**src/hdl/bpw_pkg.sv**
```systemverilog
// ----------------------------------------------------------------------------
// bpw_pkg
// Shared types, defaults and Q1.15 arithmetic for the polynomial warp core.
// ----------------------------------------------------------------------------
package bpw_pkg;

	localparam int DEF_MAX_ORDER   = 3;
	localparam int DEF_TABLE_DEPTH = 32;

	localparam int ORDER_W = 2;
	localparam int INDEX_W = 5;
	localparam int COEFF_W = 32;
	localparam int COORD_W = 16;
	localparam int PROD_W  = COEFF_W + COORD_W;

	localparam logic signed [COORD_W-1:0] Q15_ONE = 16'sh7fff;

	typedef enum logic {
		KIND_LOAD  = 1'b0,
		KIND_POINT = 1'b1
	} kind_t;

	// load fields carried alongside the power vectors
	typedef struct packed {
		kind_t               kind;
		logic [INDEX_W-1:0]  coeff_index;
		logic [COEFF_W-1:0]  coeff_value;
	} item_t;

	// floor(a*b / 2^15), +1 saturated to 32767
	function automatic logic signed [COORD_W-1:0] q15_mul(
		input logic signed [COORD_W-1:0] a,
		input logic signed [COORD_W-1:0] b
	);
		logic signed [2*COORD_W-1:0] p;
		logic signed [COORD_W:0]     r;
		p = a * b;
		r = $signed(p[2*COORD_W-1:COORD_W-1]);
		if (r > 17'sd32767)
			return Q15_ONE;
		return r[COORD_W-1:0];
	endfunction

endpackage

```
**src/hdl/bpw_acc.sv**
```systemverilog
// ----------------------------------------------------------------------------
// bpw_acc
// Row sums, final sum, round half up to Q16.16, saturate; output register.
// ----------------------------------------------------------------------------
module bpw_acc #(
	parameter int MAX_ORDER = bpw_pkg::DEF_MAX_ORDER,
	localparam int N1 = MAX_ORDER + 1,
	localparam int NT = N1 * N1
) (
	input  logic                                clk,
	input  logic                                arst_n,
	input  logic                                adv,
	input  logic                                in_v,
	input  logic [NT-1:0][bpw_pkg::PROD_W-1:0]  prodx,
	input  logic [NT-1:0][bpw_pkg::PROD_W-1:0]  prody,
	output logic                                out_v,
	output logic [bpw_pkg::COEFF_W-1:0]         x_out,
	output logic [bpw_pkg::COEFF_W-1:0]         y_out,
	output logic                                clipped
);
	import bpw_pkg::*;

	localparam int ACC_W = PROD_W + $clog2(NT) + 1;
	localparam int SH_W  = ACC_W - 15;

	logic                        v_sr;
	logic [N1-1:0][ACC_W-1:0]    rx_sr, ry_sr;
	logic [N1-1:0][ACC_W-1:0]    rx_nxt, ry_nxt;
	logic signed [ACC_W-1:0]     tx, ty;
	logic [COEFF_W-1:0]          sx, sy;
	logic                        cx, cy;

	logic                        v_q;
	logic [COEFF_W-1:0]          x_q, y_q;
	logic                        clip_q;

	always_comb begin
		for (int i = 0; i < N1; i++) begin
			rx_nxt[i] = '0;
			ry_nxt[i] = '0;
			for (int j = 0; j < N1; j++) begin
				rx_nxt[i] = rx_nxt[i] + ACC_W'($signed(prodx[i*N1+j]));
				ry_nxt[i] = ry_nxt[i] + ACC_W'($signed(prody[i*N1+j]));
			end
		end
	end

	always_ff @(posedge clk or negedge arst_n) begin
		if (!arst_n) begin
			v_sr <= 1'b0;
		end else if (adv) begin
			v_sr <= in_v;
		end
	end

	always_ff @(posedge clk) begin
		if (adv) begin
			rx_sr <= rx_nxt;
			ry_sr <= ry_nxt;
		end
	end

	function automatic logic [COEFF_W:0] round_sat(input logic signed [ACC_W-1:0] acc);
		logic signed [ACC_W-1:0] r;
		logic [SH_W-1:0]         sh;
		r  = acc + ACC_W'(16384);
		sh = r[ACC_W-1:15];
		if (&sh[SH_W-1:COEFF_W-1] || ~|sh[SH_W-1:COEFF_W-1])
			return {1'b0, sh[COEFF_W-1:0]};
		else if (sh[SH_W-1])
			return {1'b1, 1'b1, {(COEFF_W-1){1'b0}}};
		return {1'b1, 1'b0, {(COEFF_W-1){1'b1}}};
	endfunction

	always_comb begin
		tx = '0;
		ty = '0;
		for (int i = 0; i < N1; i++) begin
			tx = tx + $signed(rx_sr[i]);
			ty = ty + $signed(ry_sr[i]);
		end
		{cx, sx} = round_sat(tx);
		{cy, sy} = round_sat(ty);
	end

	always_ff @(posedge clk or negedge arst_n) begin
		if (!arst_n) begin
			v_q <= 1'b0;
		end else if (adv) begin
			v_q <= v_sr;
		end
	end

	always_ff @(posedge clk) begin
		if (adv) begin
			x_q    <= sx;
			y_q    <= sy;
			clip_q <= cx | cy;
		end
	end

	assign out_v   = v_q;
	assign x_out   = x_q;
	assign y_out   = y_q;
	assign clipped = clip_q;

endmodule
```
**config.mk**
```make
export PLATFORM = sky130hd
export DESIGN_NAME = bpw_acc
export DESIGN_NICKNAME = d
export VERILOG_FILES = /design/src/hdl/bpw_pkg.sv /design/src/hdl/bpw_acc.sv
export SDC_FILE = /design/constraint.sdc
export NUM_CORES = 2
export LEC_CHECK = 0
export BUFFER_PORTS_ARGS = -buffer_cell sky130_fd_sc_hd__buf_2
export CAP_MARGIN = 20
export CORE_AREA = 2 2 630 632
export CTS_BUF_LIST = sky130_fd_sc_hd__clkbuf_16
export CTS_CLUSTER_DIAMETER = 30
export DETAILED_ROUTE_END_ITERATION = 8
export DIE_AREA = 0 0 632 634
export GPL_ROUTABILITY_DRIVEN = 0
export PLACE_DENSITY_LB_ADDON = 0.05
export SETUP_SLACK_MARGIN = 0.4
export SLEW_MARGIN = 20
export SYNTH_ARGS = -nofsm -noshare
export SYNTH_HDL_FRONTEND = slang
export SYNTH_SLANG_ARGS = --single-unit
```
**constraint.sdc**
```tcl
create_clock -name clk -period 6.2 [get_ports clk]
set_input_delay 1.24 -clock clk [delete_from_list [all_inputs] [get_ports clk]]
set_output_delay 1.24 -clock clk [all_outputs]
set_load 0.01 [all_outputs]
```
==> results.md <==
Run status:
- The flow ran to the end, and the final reports show no timing, DRC or antenna violations.

Worst setup path:
- STA classifies the critical path endpoint as a register.
- The worst setup path is launched from a primary input.
- The worst setup path is of the in -> reg kind.
- The worst reg-to-reg path cell count is 18.
- Data on the critical path is required at its endpoint by 6740 ps.
- The worst endpoint data arrival time is a little over 6000 ps.
- The maximum net fanout on the critical path is 3.

Timing:
- For this run, the top clock speed supported by timing is approximately 180 MHz.
- The time the worst path needs with I/O delays and setup is 5660 ps.
- The final hold violation count was 0.
- The final worst clock skew is between 70 and 80 ps.
- The minimum setup slack in the final design is approximately 540 ps.
- Setup repair after global routing could not meet its margin everywhere.
- Dividing the final minimum period by the clock period gives 0.912.
- The number of max-slew violations in the final report is 0.
- The relative max-transition margin is 0.441.
- The number of setup violations in the final report is 0.
- At the pin with the least slew margin, the transition time is roughly 840 ps.

CTS:
- The clock passes through at most 4 buffers.
- The clock net sink count is around 480.
- For the worst-skew pair, the clock arrives at the later sink with an insertion delay of roughly 850 ps.
- The number of levels the H-tree was split into is 4.
- The clock buffer count from CTS is approximately 180.
- The root buffer cell is sky130_fd_sc_hd__clkbuf_16.
- The clock transition at the registers of the reported paths is ~40 ps.
- The total of hold buffers inserted after clock tree synthesis is 0.
- The CTS tree is yes.

Logic synthesis:
- The number of different library cells in the post-synthesis netlist is 80.
- The share of the Yosys chip area taken by registers is 0.234.
- The synthesis-stage register bit count is 475.
- Yosys mapped a number of flops with a built-in enable equal to about 470.
- For this run, the number of Yosys warnings is 0.
- The cell count after synthesis is 5407.
- The mean instance size in the synthesized netlist is ~11 um2.
- The share of flip-flops with an asynchronous set or reset after synthesis is 0.00421.
- The post-synthesis instance area is 0.0609 mm2.
- The number of nets handed over by synthesis was between 8000 and 9000.
- The dominant synthesized flop cell is sky130_fd_sc_hd__edfxtp_1.

Placed design:
- The final HPWL from detailed placement is around 270000 um.
- At the placement stage, the worst setup path has a slack of -435 ps.
- After detailed placement, the design holds a cell count of between 10000 and 15000.
- The number of buffer cells added on primary ports is 1605.
- Once placement finished, the instance area stood at approximately 0.078 mm2.

Global routing:
- The initial antenna violation count is 102.
- The first global-routing pass estimated 411000 um of wire.
- The pin count of the biggest net entering global routing is 104.
- The sum of overflow across all layers after global routing is 0.
- The total global routing track utilization is 0.145.
- The via count of the first global-routing pass is approximately 55000.

Floorplan:
- The initial utilization of the core area, before any placement, comes to 0.155.
- Pin placement for this block handled roughly 1600 I/O pins.
- In this run the standard cell core region covers ~0.39 mm2.
- The overall die area is roughly 0.4 mm2.
- The number of rows created at floorplan is 231.
- The die is approximately 630 um wide.
- The vertical extent of the die is 634 um.

Routing:
- For this run, the detailed router's first-pass iteration total came to 5.
- The post-route DRC violation count is 0.
- The first-iteration detailed-routing DRC count is 2516.
- The average vias per placed instance is 3.85.
- The final layout contains routed wiring with a total length of between 200000 and 300000 um.
- The wire length per cell after detailed routing is 23.1 um.
- Once detail routing completed, the nets flagged for antenna violations numbered 0.
- The overall via count from detail_route is a little under 50000.

Layout:
- The area overhead of the layout relative to synthesis is 37.3%.
- After the flow finishes, the layout carries non-filler instances totaling 12800.
- The fraction of final layout cells with drive strength greater than 1 is 0.298.
- The total number of nets in the final design is roughly 11000.
- Measured on the finished design, the core utilization comes to 0.212.
- Fill cells in the final layout number about 43000.
- After routing the design area is between 0.08 and 0.09 mm2.

Worst hold path:
- In this run the worst hold path is classified as in -> async.

Flow run:
- Across the run, the number of max-cap violations was 0.
-- cell usage in the layout (no fill, tap or decap), types with 12 or more instances in the layout --
cell type,count
sky130_fd_sc_hd__clkbuf_16,177
sky130_fd_sc_hd__fa_1,979
sky130_fd_sc_hd__a21boi_0,12
sky130_fd_sc_hd__buf_12,13
sky130_fd_sc_hd__nand2_1,217
sky130_fd_sc_hd__a21oi_1,467
sky130_fd_sc_hd__nor2_1,251
sky130_fd_sc_hd__inv_1,541
sky130_fd_sc_hd__nand4_1,58
sky130_fd_sc_hd__xnor2_1,299
sky130_fd_sc_hd__buf_2,1604
sky130_fd_sc_hd__xor2_1,119
sky130_fd_sc_hd__diode_2,23
sky130_fd_sc_hd__or3_1,23
sky130_fd_sc_hd__o31ai_1,16
sky130_fd_sc_hd__a31oi_1,41
sky130_fd_sc_hd__nor2b_1,70
sky130_fd_sc_hd__o21ai_0,216
sky130_fd_sc_hd__clkinv_2,48
sky130_fd_sc_hd__or2_2,15
sky130_fd_sc_hd__nand2b_1,49
sky130_fd_sc_hd__o21bai_1,68
sky130_fd_sc_hd__edfxtp_1,473
sky130_fd_sc_hd__a211o_1,13
sky130_fd_sc_hd__a31o_2,18
sky130_fd_sc_hd__and2_1,23
sky130_fd_sc_hd__nor3_1,64
sky130_fd_sc_hd__buf_4,280
sky130_fd_sc_hd__o211ai_1,27
sky130_fd_sc_hd__a21o_1,250
sky130_fd_sc_hd__nand3_1,82
sky130_fd_sc_hd__clkinv_1,44
sky130_fd_sc_hd__and3_1,49
sky130_fd_sc_hd__a211oi_1,29
sky130_fd_sc_hd__o21a_1,67
sky130_fd_sc_hd__a2111oi_0,12
sky130_fd_sc_hd__ha_1,594
-- state kept, by name (all words and copies together), names as in the netlist --
name,count
ry_sr,204
y_out,32
v_sr,1
rx_sr,204
out_v,1
clipped,1
x_out,32
-- repair_timing --
item                                    in CTS  in global routing
buffers inserted                             5                  5
endpoints found under the setup margin      63                 89
pin swaps                                    4                 27
gates resized for setup                     21                 69
-- layout make-up --
type	count	area (um2)	share of cell area
flip-flops and latches	475	14300	0.170
diodes	23	57.6	0.000688
well taps	5242	6560	0.0784
multi-input cells	4355	44900	0.537
clock inverters	145	1080	0.0129
inverters	511	1920	0.0229
repair buffers	1900	10400	0.125
clock buffers	177	4430	0.0529
-- critical path, stage by stage --
cell,delay (ps)
sky130_fd_sc_hd__buf_2,110
sky130_fd_sc_hd__fa_1,550
sky130_fd_sc_hd__fa_1,420
sky130_fd_sc_hd__ha_2,220
sky130_fd_sc_hd__inv_2,60
sky130_fd_sc_hd__fa_2,210
sky130_fd_sc_hd__nor2b_1,70
sky130_fd_sc_hd__o31a_1,350
sky130_fd_sc_hd__o41ai_4,450
sky130_fd_sc_hd__a31oi_1,160
sky130_fd_sc_hd__buf_4,180
sky130_fd_sc_hd__a311o_1,320
sky130_fd_sc_hd__a311oi_2,270
sky130_fd_sc_hd__buf_4,200
sky130_fd_sc_hd__o31ai_4,100
sky130_fd_sc_hd__a311o_2,470
sky130_fd_sc_hd__a21o_1,200
sky130_fd_sc_hd__a21o_1,220
sky130_fd_sc_hd__a31o_2,260
sky130_fd_sc_hd__xor2_1,140
-- stage by stage --
step | setup TNS, ps | hold slack (ps)
2_1_floorplan | 0 | 475
3_3_place_gp | -13000 | 489
3_5_place_dp | -12610 | 495
4_1_cts | 0 | 56.8
5_1_grt | 0 | 101
6_report | 0 | 168
-- path summary, 6_finish.rpt --
path | from | endpoint | slack (ps)
setup / recovery | prody[577] | ry_sr[202] | 540
hold / removal | arst_n | out_v | 170
setup reg to reg | rx_sr[23] | clipped | 610
hold reg to reg | v_sr | v_sr | 500
max in group asynchronous | arst_n | v_sr | 5940
min in group clk | v_sr | v_sr | 500
-- cell usage after synthesis, types with 43 or more instances --
| master | instances | area (um2) |
|---|---|---|
| sky130_fd_sc_hd__clkbuf_1 | 59 | 221 |
| sky130_fd_sc_hd__o21ai_0 | 226 | 1130 |
| sky130_fd_sc_hd__nor2b_1 | 70 | 438 |
| sky130_fd_sc_hd__a31oi_1 | 43 | 269 |
| sky130_fd_sc_hd__nand4_1 | 58 | 363 |
| sky130_fd_sc_hd__o21a_1 | 68 | 510 |
| sky130_fd_sc_hd__and3_1 | 49 | 307 |
| sky130_fd_sc_hd__a21o_1 | 250 | 1880 |
| sky130_fd_sc_hd__xnor2_1 | 301 | 2640 |
| sky130_fd_sc_hd__edfxtp_1 | 473 | 14200 |
| sky130_fd_sc_hd__a21oi_1 | 478 | 2390 |
| sky130_fd_sc_hd__nand3_1 | 83 | 415 |
| sky130_fd_sc_hd__nand2b_1 | 50 | 313 |
| sky130_fd_sc_hd__fa_1 | 980 | 19600 |
| sky130_fd_sc_hd__inv_1 | 510 | 1910 |
| sky130_fd_sc_hd__ha_1 | 598 | 7480 |
| sky130_fd_sc_hd__xor2_1 | 120 | 1050 |
| sky130_fd_sc_hd__nand2_1 | 219 | 822 |
| sky130_fd_sc_hd__nor3_1 | 64 | 320 |
| sky130_fd_sc_hd__o21bai_1 | 69 | 518 |
| sky130_fd_sc_hd__nor2_1 | 251 | 942 |
-- metal layers --
metal	share of wire	track usage	wire (um)	up-vias
li1	-	-	-	23300
met1	0.41	0.177	123000	24500
met2	0.52	0.263	153000	1301
met3	0.052	0.0287	15500	314
met4	0.016	0.0240	4800	38
met5	0.00081	0	241	-
-- kinds of logic after synthesis --
| logic type | share of synthesized area |
|---|---|
| AOI/OAI and AO/OA | 0.148 |
| xor gates and xnor gates | 0.0605 |
| adders and majority gates | 0.445 |
| buffers and inverters | 0.0357 |
| DFF | 0.234 |
| muxes | 0.000698 |
| and+or+nand+nor | 0.0763 |
Power is not shown: default switching activity piles up to over one toggle a cycle in this logic, so the estimate is an artifact.
